File: src/sv/csvfs_pkg.sv
// -----------------------------------------------------------------------------
// csvfs_pkg
// Shared constants and types for the CSV field splitter: special bytes,
// result kinds, register map and default limits.
// -----------------------------------------------------------------------------
package csvfs_pkg;

    // Special characters
    localparam logic [7:0] CH_QUOTE = 8'h22;
    localparam logic [7:0] CH_CR    = 8'h0D;
    localparam logic [7:0] CH_LF    = 8'h0A;

    // Delimiter after reset: ','
    localparam logic [7:0] DELIM_RESET = 8'h2C;

    // Default counter limits
    localparam int unsigned MAX_COLUMNS_DEF = 255;
    localparam int unsigned MAX_ROWS_DEF    = 65535;

    // Register map (word index taken from paddr[2])
    localparam logic REG_DELIMITER = 1'b0;

    // Input request opcode (carried in tuser)
    typedef enum logic {
        OP_BYTE = 1'b0,
        OP_EOT  = 1'b1
    } op_t;

    // Result kind (carried in tuser)
    typedef enum logic [1:0] {
        KIND_CHAR      = 2'd0,
        KIND_FIELD_END = 2'd1,
        KIND_ROW_END   = 2'd2
    } kind_t;

endpackage

File: src/sv/csv_field_splitter.sv
// -----------------------------------------------------------------------------
// csv_field_splitter
// Streaming CSV splitter: quote tracking, delimiter split, row ends with
// empty-row suppression, saturating column/row counters and widest row.
// -----------------------------------------------------------------------------
// A result is registered and appears on the master side in the cycle after its
// byte is accepted. Throughput: one request per cycle while the output is not
// stalled; the only loop is the parser state update from the accepted byte.
// Reset (aresetn low, synchronous): parser state and counters cleared,
// output empty, delimiter back to ','. No clearing pass is needed.
module csv_field_splitter #(
    parameter int unsigned MAX_COLUMNS = csvfs_pkg::MAX_COLUMNS_DEF,
    parameter int unsigned MAX_ROWS    = csvfs_pkg::MAX_ROWS_DEF
) (
    input  logic        aclk,
    input  logic        aresetn,
    // input stream
    input  logic        s_tvalid,
    output logic        s_tready,
    input  logic [7:0]  s_tdata,    // [7:0] text_byte
    input  logic [0:0]  s_tuser,    // [0] op
    // result stream
    output logic        m_tvalid,
    input  logic        m_tready,
    output logic [39:0] m_tdata,    // [7:0] field_char, [15:8] column_index,
                                    // [31:16] row_index, [39:32] max_columns
    output logic [1:0]  m_tuser,    // [1:0] kind
    // configuration
    input  logic        psel,
    input  logic        penable,
    input  logic        pwrite,
    input  logic [2:0]  paddr,
    input  logic [31:0] pwdata,
    output logic [31:0] prdata,
    output logic        pready
);
    import csvfs_pkg::*;

    // counter widths follow the limits
    localparam int CW = $clog2(MAX_COLUMNS + 1);
    localparam int RW = $clog2(MAX_ROWS);
    localparam logic [CW-1:0] COL_LAST = CW'(MAX_COLUMNS - 1);
    localparam logic [RW-1:0] ROW_LAST = RW'(MAX_ROWS - 1);

    // configuration and parser state
    logic [7:0]    delim_reg;
    logic          in_quote_reg, in_quote_next;
    logic          quote_pend_reg, quote_pend_next;
    logic          line_bytes_reg, line_bytes_next;
    logic          row_content_reg, row_content_next;
    logic [CW-1:0] col_reg, col_next;
    logic [RW-1:0] row_reg, row_next;
    logic [CW-1:0] widest_reg, widest_next;

    // output register
    logic          m_valid_reg;
    kind_t         kind_reg;
    logic [7:0]    char_reg;
    logic [7:0]    col_out_reg;
    logic [15:0]   row_out_reg;
    logic [7:0]    max_out_reg;

    // per-request working signals
    logic          s_fire;
    op_t           op;
    logic [7:0]    ch;
    logic          take_plain;
    logic          res_valid;
    kind_t         res_kind;
    logic [7:0]    res_char;
    logic [CW-1:0] fields;
    logic [CW-1:0] widest_upd;
    logic [CW+7:0] col_ext;
    logic [RW+15:0] row_ext;
    logic [CW+7:0] max_ext;

    // handshakes
    assign s_tready = !m_valid_reg || m_tready;
    assign s_fire   = s_tvalid && s_tready;
    assign op       = op_t'(s_tuser[0]);
    assign ch       = s_tdata;

    // widest row including the row being closed
    assign fields     = col_reg + CW'(1);
    assign widest_upd = (fields > widest_reg) ? fields : widest_reg;

    // parser next state and result
    always_comb begin
        in_quote_next    = in_quote_reg;
        quote_pend_next  = quote_pend_reg;
        line_bytes_next  = line_bytes_reg;
        row_content_next = row_content_reg;
        col_next         = col_reg;
        row_next         = row_reg;
        widest_next      = widest_reg;
        take_plain       = 1'b0;
        res_valid        = 1'b0;
        res_kind         = KIND_CHAR;
        res_char         = '0;

        if (s_fire) begin
            if (op == OP_EOT) begin
                // flush a pending row, then clear everything
                if (line_bytes_reg) begin
                    res_valid = 1'b1;
                    res_kind  = KIND_ROW_END;
                end
                in_quote_next    = 1'b0;
                quote_pend_next  = 1'b0;
                line_bytes_next  = 1'b0;
                row_content_next = 1'b0;
                col_next         = '0;
                row_next         = '0;
                widest_next      = '0;
            end else begin
                if (in_quote_reg) begin
                    if (quote_pend_reg) begin
                        quote_pend_next = 1'b0;
                        if (ch == CH_QUOTE) begin
                            // doubled quote: one literal quote
                            line_bytes_next  = 1'b1;
                            row_content_next = 1'b1;
                            res_valid        = 1'b1;
                            res_char         = ch;
                        end else begin
                            // quoting closed, byte handled as unquoted
                            in_quote_next = 1'b0;
                            take_plain    = 1'b1;
                        end
                    end else begin
                        line_bytes_next = 1'b1;
                        if (ch == CH_QUOTE) begin
                            quote_pend_next = 1'b1;
                        end else begin
                            row_content_next = 1'b1;
                            res_valid        = 1'b1;
                            res_char         = ch;
                        end
                    end
                end else begin
                    take_plain = 1'b1;
                end

                // unquoted byte handling
                if (take_plain) begin
                    if (ch == CH_LF) begin
                        col_next        = '0;
                        line_bytes_next = 1'b0;
                        if (row_content_reg) begin
                            res_valid        = 1'b1;
                            res_kind         = KIND_ROW_END;
                            widest_next      = widest_upd;
                            row_content_next = 1'b0;
                            if (row_reg < ROW_LAST) begin
                                row_next = row_reg + RW'(1);
                            end
                        end
                    end else begin
                        line_bytes_next = 1'b1;
                        priority if (ch == CH_QUOTE) begin
                            in_quote_next = 1'b1;
                        end else if (ch == delim_reg) begin
                            row_content_next = 1'b1;
                            res_valid        = 1'b1;
                            res_kind         = KIND_FIELD_END;
                            if (col_reg < COL_LAST) begin
                                col_next = col_reg + CW'(1);
                            end
                        end else if (ch != CH_CR) begin
                            row_content_next = 1'b1;
                            res_valid        = 1'b1;
                            res_char         = ch;
                        end
                    end
                end
            end
        end
    end

    // outputs masked to their field widths
    assign col_ext = {8'd0, col_reg};
    assign row_ext = {16'd0, row_reg};
    assign max_ext = (res_kind == KIND_ROW_END) ? {8'd0, widest_upd} : {8'd0, widest_reg};

    // parser state registers
    always_ff @(posedge aclk) begin
        if (!aresetn) begin
            in_quote_reg    <= 1'b0;
            quote_pend_reg  <= 1'b0;
            line_bytes_reg  <= 1'b0;
            row_content_reg <= 1'b0;
            col_reg         <= '0;
            row_reg         <= '0;
            widest_reg      <= '0;
        end else begin
            in_quote_reg    <= in_quote_next;
            quote_pend_reg  <= quote_pend_next;
            line_bytes_reg  <= line_bytes_next;
            row_content_reg <= row_content_next;
            col_reg         <= col_next;
            row_reg         <= row_next;
            widest_reg      <= widest_next;
        end
    end

    // result register
    always_ff @(posedge aclk) begin
        if (!aresetn) begin
            m_valid_reg <= 1'b0;
        end else if (s_fire) begin
            m_valid_reg <= res_valid;
        end else if (m_tready) begin
            m_valid_reg <= 1'b0;
        end
    end

    always_ff @(posedge aclk) begin
        if (s_fire && res_valid) begin
            kind_reg    <= res_kind;
            char_reg    <= res_char;
            col_out_reg <= col_ext[7:0];
            row_out_reg <= row_ext[15:0];
            max_out_reg <= max_ext[7:0];
        end
    end

    assign m_tvalid = m_valid_reg;
    assign m_tuser  = kind_reg;
    assign m_tdata  = {max_out_reg, row_out_reg, col_out_reg, char_reg};

    // configuration port
    always_ff @(posedge aclk) begin
        if (!aresetn) begin
            delim_reg <= DELIM_RESET;
        end else if (psel && penable && pwrite && pready && (paddr[2] == REG_DELIMITER)) begin
            delim_reg <= pwdata[7:0];
        end
    end

    assign pready = 1'b1;
    assign prdata = (paddr[2] == REG_DELIMITER) ? {24'd0, delim_reg} : 32'd0;

`ifndef SYNTH
    // a pending quote only exists inside a quoted section
    a_pend_in_quote: assert property (@(posedge aclk) disable iff (!aresetn)
        quote_pend_reg |-> in_quote_reg)
        else $error("quote pending outside quotes");

    // column counter never passes its saturation point
    a_col_sat: assert property (@(posedge aclk) disable iff (!aresetn)
        col_reg <= COL_LAST)
        else $error("column counter beyond limit");

    // end of text leaves the parser cleared
    a_eot_clear: assert property (@(posedge aclk) disable iff (!aresetn)
        (s_fire && op == OP_EOT) |=>
            (row_reg == '0 && widest_reg == '0 && !line_bytes_reg && !in_quote_reg))
        else $error("state not cleared after end of text");
`endif

endmodule
File: config.mk
export PLATFORM = sky130hd
export DESIGN_NAME = csv_field_splitter
export DESIGN_NICKNAME = d
export VERILOG_FILES = /design/src/sv/csvfs_pkg.sv /design/src/sv/csv_field_splitter.sv
export SDC_FILE = /design/constraint.sdc
export NUM_CORES = 1
export LEC_CHECK = 0
export BUFFER_PORTS_ARGS = -buffer_cell sky130_fd_sc_hd__buf_4
export CAP_MARGIN = 40
export CORE_MARGIN = 8
export CORE_UTILIZATION = 52
export CTS_CLUSTER_DIAMETER = 50
export DETAILED_ROUTE_END_ITERATION = 8
export PLACE_DENSITY = 0.78
export REMOVE_ABC_BUFFERS = 1
export SETUP_SLACK_MARGIN = 0.05
export SYNTH_ARGS = -nofsm -noshare
export SYNTH_HDL_FRONTEND = slang
export SYNTH_SLANG_ARGS = --single-unit
File: constraint.sdc
create_clock -name aclk -period 5.9 [get_ports aclk]
set_input_delay 1.18 -clock aclk [delete_from_list [all_inputs] [get_ports aclk]]
set_output_delay 1.18 -clock aclk [all_outputs]
set_load 0.005 [all_outputs]
==> results of run 1 <==
==> synth_stat cells, types with 2 or more instances <==
| master | instances | area [µm²] |
|---|---|---|
| o21ai_0 | 8 | 40.0 |
| a31oi_1 | 5 | 31.3 |
| nand2b_1 | 4 | 25.0 |
| and4_1 | 5 | 43.8 |
| a21o_1 | 4 | 30.0 |
| mux2i_1 | 16 | 160 |
| and3_1 | 8 | 50.1 |
| edfxtp_1 | 42 | 1260 |
| nand4_1 | 12 | 75.1 |
| ha_1 | 12 | 150 |
| o22ai_1 | 8 | 50.1 |
| nand2_1 | 61 | 229 |
| nor2_1 | 21 | 78.8 |
| a21boi_0 | 7 | 52.6 |
| dfxtp_1 | 45 | 901 |
| o211ai_1 | 2 | 15.0 |
| inv_1 | 20 | 75.1 |
| nor3_1 | 2 | 10.0 |
| and4b_1 | 2 | 20.0 |
| xnor2_1 | 14 | 123 |
| a21oi_1 | 11 | 55.1 |
| nor2b_1 | 13 | 81.3 |
| xor2_1 | 14 | 123 |
| nand3_1 | 15 | 75.1 |
| nand4b_1 | 3 | 26.3 |
| buf_4 | 25 | 188 |
| clkbuf_1 | 9 | 33.8 |
| and2_1 | 8 | 50.1 |
| conb_1 | 2 | 7.51 |
==> logic make-up after synthesis <==
kind of cell             after synthesis  synth area share
AND/OR/NAND/NOR                      163             0.202
XOR/XNOR                              28            0.0576
other                                  2           0.00176
adder cells (fa/ha/maj)               12            0.0353
buffers and inverters                 56            0.0720
flip-flops                            87             0.508
multiplexers                          16            0.0376
AO/OA/AOI/OAI                         54            0.0858
==> cell usage in the layout (no fill, tap or decap), drive strengths merged, types with 3 or more instances in the layout <==
cell    instances
nand2          62
nor3            3
o22ai           8
and2            9
and4            5
o21ai           9
buf            78
xor2           14
a21oi          11
and3            8
nand2b          4
xnor2          14
ha             12
mux2i          16
nor2b          13
a21o            4
clkbuf         12
nand3          15
edfxtp         42
nor2           21
a21boi          7
conb           25
nand4          12
a31oi           5
inv            20
dfxtp          45
nand4b          3
==> worst max-delay path by stage <==
| stage | cells past startpoint | slack (ns) | endpoint |
|---|---|---|---|
| 6_report | 9 | 2.26 | col_out_reg[6] |
| 5_1_grt | 9 | 1.96 | col_out_reg[2] |
| 4_1_cts | 9 | 2.27 | max_out_reg[1] |
| 3_5_place_dp | 9 | 1.89 | col_out_reg[0] |
| 3_3_place_gp | 9 | 1.97 | col_out_reg[3] |
| 2_1_floorplan | 7 | 0.80 | char_reg[0] |
==> through the flow <==
step                      cell area, µm²  cells   util
after global placement              4840    587  0.598
after floorplan                     4110    405      -
final                               5040    604  0.623
after global routing                5040    604  0.623
after detailed placement            4850    588  0.599
after CTS                           5040    604  0.623
==> cell type report <==
class	instances	area [µm²]	share of cell area
sequential	87	2160	0.429
clock inverter	4	28.8	0.00571
tap	105	131	0.0261
inverter	20	75.1	0.0149
timing repair buffer	78	586	0.116
multi-input combinational	298	1890	0.375
clock buffer	12	166	0.0330
==> routing by layer <==
metal  track usage  vias to the layer above
met2         0.260                      104
met3        0.0478                       11
met1         0.182                     1442
met5             0                        -
li1              -                     1564
met4        0.0794                        0
==> tightest hold or removal path, cell delays in order (launching register included) <==
cell	delay, ns
dfxtp_1	0.32
nand2_1	0.05
o22ai_1	0.06
==> where the power goes <==
part / internal (mW) / switching, mW
sequential: 0.652 / 0.00824
clock: 0.190 / 0.210
combinational: 0.0519 / 0.0638
total: 0.894 / 0.282
==> summary.md, run 1 <==
| Metric | Value |
|---|---|
| H-Tree Depth | 3 |
| Final Cycle Share | 0.616 |
| Most common flop cell mapped by yosys | dfxtp_1 |
| Flop-to-flop setup slack | 2.93 ns |
| Async set-or-reset flop fraction in the synthesized netlist | 0 |
| Max FO, Critical Path | 30 |
| Total power | 1.18 mW |
| IO Pins | 128 |
| Setup TNS | 0 ns |
| Die area | 11300 µm² |
| DP Wirelength | 6600 µm |
| CTS resizes | 0 |
| Crit-path max cell delay | 0.51 ns |
| Antenna Cells | 0 |
| CP cell instances | buf_4 -> nor3b_4 -> nand4b_1 -> ha_1 -> nand2b_1 -> a21boi_0 -> o21ai_0 -> a31oi_4 -> buf_4 |
| Synth Warn # | 0 |
| Worst R2R Start | col_reg[2] |
| WL met1 | 3810 µm |
| Setup-failing EPs final | 0 |
| Antenna violations before repair | 0 |
| Rows | 33 |
| Min-delay src | widest_reg[1] |
| CTS tree | done |
| Die Height | 107 µm |
| Synthesis-to-finish area growth | 18.4% |
| Crit path launch | s_tdata[1] |
| GR Util All Layers | 0.157 |
| Critical Path AT | 3.65 ns |
| Hold Slack | 0.478 ns |
| DR WL/cell | 14.4 µm |
| Hold Crit Class | reg -> reg |
| Starting Density | 0.526 |
| Clock Sinks | 87 |
| Critical Path Most Common Cell | buf_4 |
| Number of DRC markers in iteration 0 | 87 |
| Fillers | 681 |
| Yosys reg bits | 87 |
| Synthesized area per cell | 10.2 µm² |
| Final hold violations | 0 |
| Share of layout cells above drive strength 1 | 0.200 |
| Vias in the first global route | 3164 |
| Hold endpoint | widest_reg[1] |
| Final Max Slew Viols | 0 |
| PwrDens | 233 nW/µm² |
| Core region area | 8090 µm² |
| Hold Path Depth | 2 |
| Max_cap viols | 0 |
| Total CTS buffers | 9 |
| CP delay by family, top | compound AO/OA/AOI/OAI gates |
| CP Launch Type | input pin |
| Mapped Area | 4260 µm² |
| Crit path buffers/inverters | 2 |
| Pre-Repair DR Iteration Count | 4 |
| Die X | 107 µm |
| Clk buf depth | 2 |
| Detail Route Antenna Nets | 0 |
| Max-slew headroom | 0.549 |
| Routed wl met2 | 4110 µm |
| Worst setup path class | in -> reg |
| VDD IR max | 0.000109 V |
| Nets@finish | 557 |
| Largest net degree at the start of global routing | 36 |
| Routability cong. | 0.846 |
| DR vias | 3121 |
| Clk_lat worst skew | 0.35 ns |
| Number of synthesized flops with an enable pin | 42 |
| Status | complete, no violations |
| First-pass GRT wire length | 14500 µm |
| Final wirelength | 8710 µm |
| Via/cell ratio | 5.17 |
| CP required | 5.92 ns |
| GRT overflow | 0 |
| Sequential area share after synthesis | 0.508 |
| FF-to-FF End | widest_reg[0] |
| # hold bufs at CTS | 0 |
| R2R cell count | 11 |
| Post-synthesis instance total | 418 |
| LEAKAGE | 2.10 nW |
| Buffers on Ports | 76 |
| Remaining DRCs | 0 |
| RSZ-0062 raised after global routing | false |
| Met3 WL | 649 µm |
| Top sig layer | met4 |
| Synth unique cells | 49 |
| CP endpoint kind | flip-flop |
| Fin crit period | 3.64 ns |
| Clk_skew | 0.00520 ns |
| Slowest cell on the critical path | a31oi_4 |
| Dpl ws | 1.89 ns |
| Setup slack after layout | 2.26 ns |
| Root Driver | clkbuf_8 |
| F_max | 0.275 GHz |
| Postcts setup bufs | 0 |
| Clock transition at path regs | 0.08 ns |
| Worst-margin pin slew | 0.676 ns |
No activity file was read; power rests on OpenSTA's default activity.
==> run 2: changes to the inputs <==
--- a/config.mk
+++ b/config.mk
@@ -8,10 +8,10 @@
 export BUFFER_PORTS_ARGS = -buffer_cell sky130_fd_sc_hd__buf_4
 export CAP_MARGIN = 40
 export CORE_MARGIN = 8
-export CORE_UTILIZATION = 52
+export CORE_UTILIZATION = 47
 export CTS_CLUSTER_DIAMETER = 50
 export DETAILED_ROUTE_END_ITERATION = 8
-export PLACE_DENSITY = 0.78
+export PLACE_DENSITY = 0.74
 export REMOVE_ABC_BUFFERS = 1
 export SETUP_SLACK_MARGIN = 0.05
 export SYNTH_ARGS = -nofsm -noshare
==> constraint.sdc (replaced) <==
create_clock -name aclk -period 3.3 [get_ports aclk]
set_input_delay 0.66 -clock aclk [delete_from_list [all_inputs] [get_ports aclk]]
set_output_delay 0.66 -clock aclk [all_outputs]
set_load 0.005 [all_outputs]
==> run 2 against run 1 <==
Compared with the run above:
- cell area up 1.2%
- worst hold slack about the same
- critical path depth up 2
==> summary.md, run 2 (synthesis gave the netlist of run 1 again) <==
| Metric | Value |
|---|---|
| Via/cell ratio | 5.13 (-0.66%) |
| Setup slack after layout | 0.362 ns (-1.90 ns) |
| Clk_skew | 0.0158 ns (+0.0106 ns) |
| Commonest non-fill, non-tap cells in the layout | 84 x buf_4, 61 x nand2_1, 45 x dfxtp_1 |
| CP Launch Type | flip-flop |
| Die X | 111 µm (+4.4%) |
| Crit path buffers/inverters | 0 (-2) |
| Largest net degree at the start of global routing | 36 (unchanged) |
| Critical Path Most Common Cell | nand4_1 |
| Nets@finish | 565 (+1.4%) |
| Hold Path Depth | 2 (unchanged) |
| F_max | 0.340 GHz |
| Area occupied by multi-input gates | 1890 µm² (unchanged) |
| Number of DRC markers in iteration 0 | 120 (+38%) |
| CP required | 3.58 ns (-2.34 ns) |
| Register share of total power | 0.575 (+0.014) |
| GRT overflow | 0 (unchanged) |
| Dpl ws | 0.258 ns (-1.63 ns) |
| Synthesis-to-finish area growth | 19.8% |
| Root Driver | clkbuf_8 |
| Core region area | 8760 µm² (+8.3%) |
| Setup-failing EPs final | 0 (unchanged) |
| Fin crit period | 2.94 ns |
| Die Height | 111 µm (+4.4%) |
| PwrDens | 401 nW/µm² (+72%) |
| Fin util | 0.582 (-0.0408) |
| CP cell instances | and3_1 -> and2_1 -> nand4_1 -> xnor2_1 -> ha_1 -> nand4_1 -> nor2_1 -> a211oi_1 -> or2_2 -> nand4_1 -> o22ai_1 |
| Setup crit end | widest_reg[5] |
| Status | complete, no violations |
| Detail Route Antenna Nets | 0 (unchanged) |
| Fillers | 753 (+11%) |
| Max FO, Critical Path | 8 (-73%) |
| Clock Sinks | 87 (unchanged) |
| Antenna Cells | 0 (unchanged) |
| Max_cap viols | 0 (unchanged) |
| Clock network power share | 0.316 (-0.025) |
| Crit path launch | col_reg[2] |
| DP Wirelength | 6760 µm (+2.4%) |
| Max-slew headroom | 0.630 (+0.0808) |
| Postcts setup bufs | 0 (unchanged) |
| # hold bufs at CTS | 0 (unchanged) |
| Commonest non-fill, non-tap cell in the layout | buf_4 |
| Combinational power share | 0.109 (+0.011) |
| Critical Path AT | 3.22 ns (-0.43 ns) |
| Final Max Slew Viols | 0 (unchanged) |
| IO Pins | 128 (unchanged) |
| Clock transition at path regs | 0.09 ns (about the same) |
| Flop-to-flop setup slack | 0.36 ns (-2.57 ns) |
| Area after DPL | 4930 µm² (+1.8%) |
| Worst setup path class | reg -> reg |
| Final instance area | 5100 µm² (+1.2%) |
| Remaining DRCs | 0 (unchanged) |
| Die area | 12400 µm² (+9.0%) |
| LEAKAGE | 2.14 nW (+1.9%) |
| Total power | 2.05 mW (+74%) |
| Reg area | 2160 µm² (unchanged) |
| Final wirelength | 9010 µm (+3.5%) |
| FF-to-FF End | widest_reg[5] |
| Total CTS buffers | 9 (unchanged) |
| RSZ-0062 raised after global routing | false |
| Routability cong. | 0.874 (+3.3%) |
| Slowest cell on the critical path | dfxtp_1 |
| Vias in the first global route | 3254 (+2.8%) |
| Critical Path Stages | 11 (+2) |
| CP delay by family, top | simple AND/OR/NAND/NOR gates |
| Clk buf depth | 2 (unchanged) |
| Crit-path max cell delay | 0.46 ns (-0.05 ns) |
| CTS resizes | 0 (unchanged) |
| CP endpoint kind | flip-flop |
| DR WL/cell | 14.7 µm (+1.6%) |
| Starting Density | 0.486 (-0.0403) |
| Buffers on Ports | 76 (unchanged) |
| Antenna violations before repair | 0 (unchanged) |
| First-pass GRT wire length | 15400 µm (+6.7%) |
| R2R cell count | 11 (unchanged) |
| Switching Fraction | 0.247 (+0.00672) |
| Clk_lat worst skew | 0.36 ns (about the same) |
| Pre-Repair DR Iteration Count | 4 (unchanged) |
| H-Tree Depth | 3 (unchanged) |
| Hold Crit Class | reg -> reg |
| Net Switching | 0.505 mW (+79%) |
| Rows | 34 (+3.0%) |
| DR vias | 3157 (+1.2%) |
| Int Power | 1.54 mW (+72%) |
| GR Util All Layers | 0.148 (-0.00953) |
| Worst-margin pin slew | 0.549 ns (-0.127 ns) |
| CTS tree | done |
| VDD IR max | 0.000176 V (+61%) |
| Final hold violations | 0 (unchanged) |
| Share of layout cells above drive strength 1 | 0.211 (+0.0106) |
| Worst R2R Start | col_reg[2] |
| Final Cycle Share | 0.890 |
| Setup TNS | 0 ns (unchanged) |
==> run 2: worst min path at each step <==
| stage | startpoint | endpoint | slack, ns |
|---|---|---|---|
| 6_report | widest_reg[1] | widest_reg[1] | 0.48 |
| 5_1_grt | pwdata[2] | delim_reg[2] | 0.50 |
| 4_1_cts | widest_reg[1] | widest_reg[1] | 0.48 |
| 3_5_place_dp | row_reg[15] | row_out_reg[15] | 0.47 |
| 3_3_place_gp | widest_reg[4] | widest_reg[4] | 0.46 |
| 2_1_floorplan | row_reg[15] | row_out_reg[15] | 0.42 |
==> run 2: layer usage <==
| metal | share of wire | track usage | up-vias |
|---|---|---|---|
| li1 | - | - | 1580 |
| met4 | 0.022 | 0.0693 | 0 |
| met5 | 0 | 0 | - |
| met3 | 0.066 | 0.0487 | 14 |
| met2 | 0.47 | 0.235 | 97 |
| met1 | 0.45 | 0.176 | 1466 |
==> run 2: power groups by stage <==
stage	combinational (mW)	sequential, mW	clock (mW)
5_1_grt	0.246	1.18	0.702
4_1_cts	0.225	1.18	0.658
3_5_place_dp	0.224	1.20	0
3_3_place_gp	0.219	1.20	0
2_1_floorplan	0.0924	1.21	0
6_report	0.223	1.18	0.647
==> run 2: worst reg2reg max path: stages (launching register included) <==
cell      delay, ns
dfxtp_1        0.46
and3_1         0.21
and2_1         0.19
nand4_1        0.12
xnor2_1        0.29
ha_1           0.33
nand4_1        0.10
nor2_1         0.07
a211oi_1       0.26
or2_2          0.20
nand4_1        0.34
o22ai_1        0.30
==> run 2: cell type report <==
cell class              count  share of cell area
flip-flops and latches     87               0.424
multi-input cells         298               0.371
repair buffers             86               0.131
well taps                 108              0.0265
clock buffers              11              0.0258
inverters                  20              0.0147
clock inverters             5             0.00687
==> run 2: through the flow <==
step / hold WS, ns / cells
3_5_place_dp: 0.466 / 599
4_1_cts: 0.481 / 615
6_report: 0.478 / 615
5_1_grt: 0.501 / 615
3_3_place_gp: 0.456 / 599
2_1_floorplan: 0.424 / 405
==> run 3: changes to the inputs <==
--- a/config.mk
+++ b/config.mk
@@ -5,13 +5,12 @@
 export SDC_FILE = /design/constraint.sdc
 export NUM_CORES = 1
 export LEC_CHECK = 0
-export BUFFER_PORTS_ARGS = -buffer_cell sky130_fd_sc_hd__buf_4
 export CAP_MARGIN = 40
-export CORE_MARGIN = 8
-export CORE_UTILIZATION = 47
+export CORE_UTILIZATION = 57
 export CTS_CLUSTER_DIAMETER = 50
 export DETAILED_ROUTE_END_ITERATION = 8
-export PLACE_DENSITY = 0.74
+export DONT_BUFFER_PORTS = 1
+export PLACE_DENSITY = 0.72
 export REMOVE_ABC_BUFFERS = 1
 export SETUP_SLACK_MARGIN = 0.05
 export SYNTH_ARGS = -nofsm -noshare
==> run 3 against run 2 <==
Compared with the run above:
- via count down 8.7%
- clock skew down 0.0041 ns
- cell count down 14%
- sequential power about the same
- sequential share of layout area up 5.3 points
- flip-flop and latch count unchanged
- maximum frequency up 1.4%
- core utilization up 4.3 points
- worst hold slack worse by 0.099 ns
- highest routed layer unchanged
- largest cell class unchanged
==> summary.md, run 3 (synthesis gave the netlist of run 1 again) <==
| Metric | Value |
|---|---|
| Status | complete, no violations |
| CTS resizes | 0 (unchanged) |
| Via/cell ratio | 5.44 (+5.9%) |
| Core region area | 7250 µm² (-17%) |
| Hold Crit Class | in -> reg |
| RSZ-0062 raised after global routing | false |
| Nets@finish | 489 (-13%) |
| Vias in the first global route | 2628 (-19%) |
| Worst setup path class | reg -> reg |
| Starting Density | 0.587 (+0.101) |
| VDD IR max | 0.000234 V (+33%) |
| Commonest non-fill, non-tap cells in the layout | 61 x nand2_1, 45 x dfxtp_1, 42 x edfxtp_1 |
| Final hold violations | 0 (unchanged) |
| CP cell instances | and3_1 -> and2_1 -> nand4_1 -> xnor2_1 -> ha_1 -> nand4_1 -> nor2_1 -> a211oi_1 -> or2_2 -> nand4_1 -> o22ai_1 |
| H-Tree Depth | 3 (unchanged) |
| Number of DRC markers in iteration 0 | 137 (+14%) |
| Remaining DRCs | 0 (unchanged) |
| Clk_lat worst skew | 0.37 ns (about the same) |
| First-pass GRT wire length | 12900 µm (-16%) |
| LEAKAGE | 1.77 nW (-17%) |
| Routability cong. | 0.861 (-1.4%) |
| Final Max Slew Viols | 0 (unchanged) |
| Crit-path max cell delay | 0.48 ns (+0.02 ns) |
| Synthesis-to-finish area growth | 6.52% |
| Clock transition at path regs | 0.08 ns (about the same) |
| F_max | 0.345 GHz (+1.4%) |
| CP required | 3.57 ns (about the same) |
| Clock Sinks | 87 (unchanged) |
| Final Cycle Share | 0.878 (-0.0123) |
| Commonest non-fill, non-tap cell in the layout | nand2_1 |
| Largest net degree at the start of global routing | 36 (unchanged) |
| Postcts setup bufs | 0 (unchanged) |
| GRT overflow | 0 (unchanged) |
| CTS tree | done |
| Fin crit period | 2.90 ns (-0.0405 ns) |
| GR Util All Layers | 0.220 (+0.0718) |
| CP endpoint kind | flip-flop |
| Area after DPL | 4340 µm² (-12%) |
| Critical Path Most Common Cell | nand4_1 |
| DR WL/cell | 15.1 µm (+3.0%) |
| Root Driver | clkbuf_8 |
| PwrDens | 453 nW/µm² (+13%) |
| Reg area | 2160 µm² (unchanged) |
| Clk buf depth | 2 (unchanged) |
| Setup slack after layout | 0.403 ns (+0.0405 ns) |
| Setup TNS | 0 ns (unchanged) |
| Die X | 88.4 µm (-20%) |
| Max_cap viols | 0 (unchanged) |
| Share of layout cells above drive strength 1 | 0.0766 (-0.134) |
| Buffers on Ports | 0 (-100%) |
| Antenna Cells | 0 (unchanged) |
| Setup-failing EPs final | 0 (unchanged) |
| Detail Route Antenna Nets | 0 (unchanged) |
| Die area | 7820 µm² (-37%) |
| Total power | 2.06 mW (+0.40%) |
| Fillers | 592 (-21%) |
| Rows | 31 (-8.8%) |
| DP Wirelength | 5790 µm (-14%) |
| CP Launch Type | flip-flop |
| Final instance area | 4540 µm² (-11%) |
| Max FO, Critical Path | 8 (unchanged) |
| Total CTS buffers | 9 (unchanged) |
| Die Height | 88.4 µm (-20%) |
| DR vias | 2882 (-8.7%) |
| Area occupied by multi-input gates | 1890 µm² (unchanged) |
| Antenna violations before repair | 0 (unchanged) |
| IO Pins | 128 (unchanged) |
| Final wirelength | 8000 µm (-11%) |
| Worst-margin pin slew | 0.548 ns (-0.00143 ns) |
| Clk_skew | 0.0117 ns (-0.00413 ns) |
| # hold bufs at CTS | 0 (unchanged) |
| Pre-Repair DR Iteration Count | 4 (unchanged) |
| Critical Path AT | 3.17 ns (-0.05 ns) |
| Max-slew headroom | 0.631 (+0.000961) |
| Slowest cell on the critical path | dfxtp_1 |
| Dpl ws | 0.434 ns (+0.176 ns) |
## run 3: changes by cell type in the layout (fill, tap and decap cells not counted)
cell,before,now
clkbuf_1,2,0
inv_6,0,1
bufinv_16,0,1
clkinv_4,2,1
buf_12,2,1
clkinvlp_4,1,2
buf_4,84,9
## run 3: cell type report
class,count,share of cell area
well taps,99,0.0273
inverters,20,0.0165
repair buffers,10,0.0193
clock inverters,7,0.0160
flip-flops and latches,87,0.477
multi-input cells,298,0.417
clock buffers,9,0.0273
## run 3: critical path, delay by kind of cell, from the launching register on
kind,cells,cell delay (ns)
AO/OA/AOI/OAI,2,0.53
XOR/XNOR,1,0.27
adder cells (fa/ha/maj),1,0.31
flip-flops,1,0.48
AND/OR/NAND/NOR,7,1.22
## run 3: per-layer routing
layer | vias up | track usage | wire, µm
met5 | - | 0 | 0
met3 | 8 | 0.0672 | 439
met4 | 0 | 0.0733 | 89
met2 | 104 | 0.352 | 3860
li1 | 1425 | - | -
met1 | 1345 | 0.283 | 3610
## run 3: worst paths after layout
check                           slack (ns)  cells past startpoint          start       endpoint
worst max-delay path                  0.40                     11     col_reg[2]  widest_reg[5]
worst min-delay path                  0.38                      1        aresetn   delim_reg[3]
worst max register to register        0.40                     11     col_reg[2]  widest_reg[5]
worst min register to register        0.48                      2  widest_reg[7]  widest_reg[7]
## run 3: stage by stage
step           instances  hold WS [ns]  utilization
2_1_floorplan        405         0.424            -
3_3_place_gp         514         0.456        0.598
3_5_place_dp         514         0.465        0.598
4_1_cts              530         0.354        0.625
5_1_grt              530         0.363        0.625
6_report             530         0.379        0.625
## run 3: power by group
group	leakage (nW)	switching, mW	internal [mW]
Clock	0.0956	0.391	0.351
Combinational	0.892	0.0806	0.0486
Sequential	0.784	0.0191	1.17
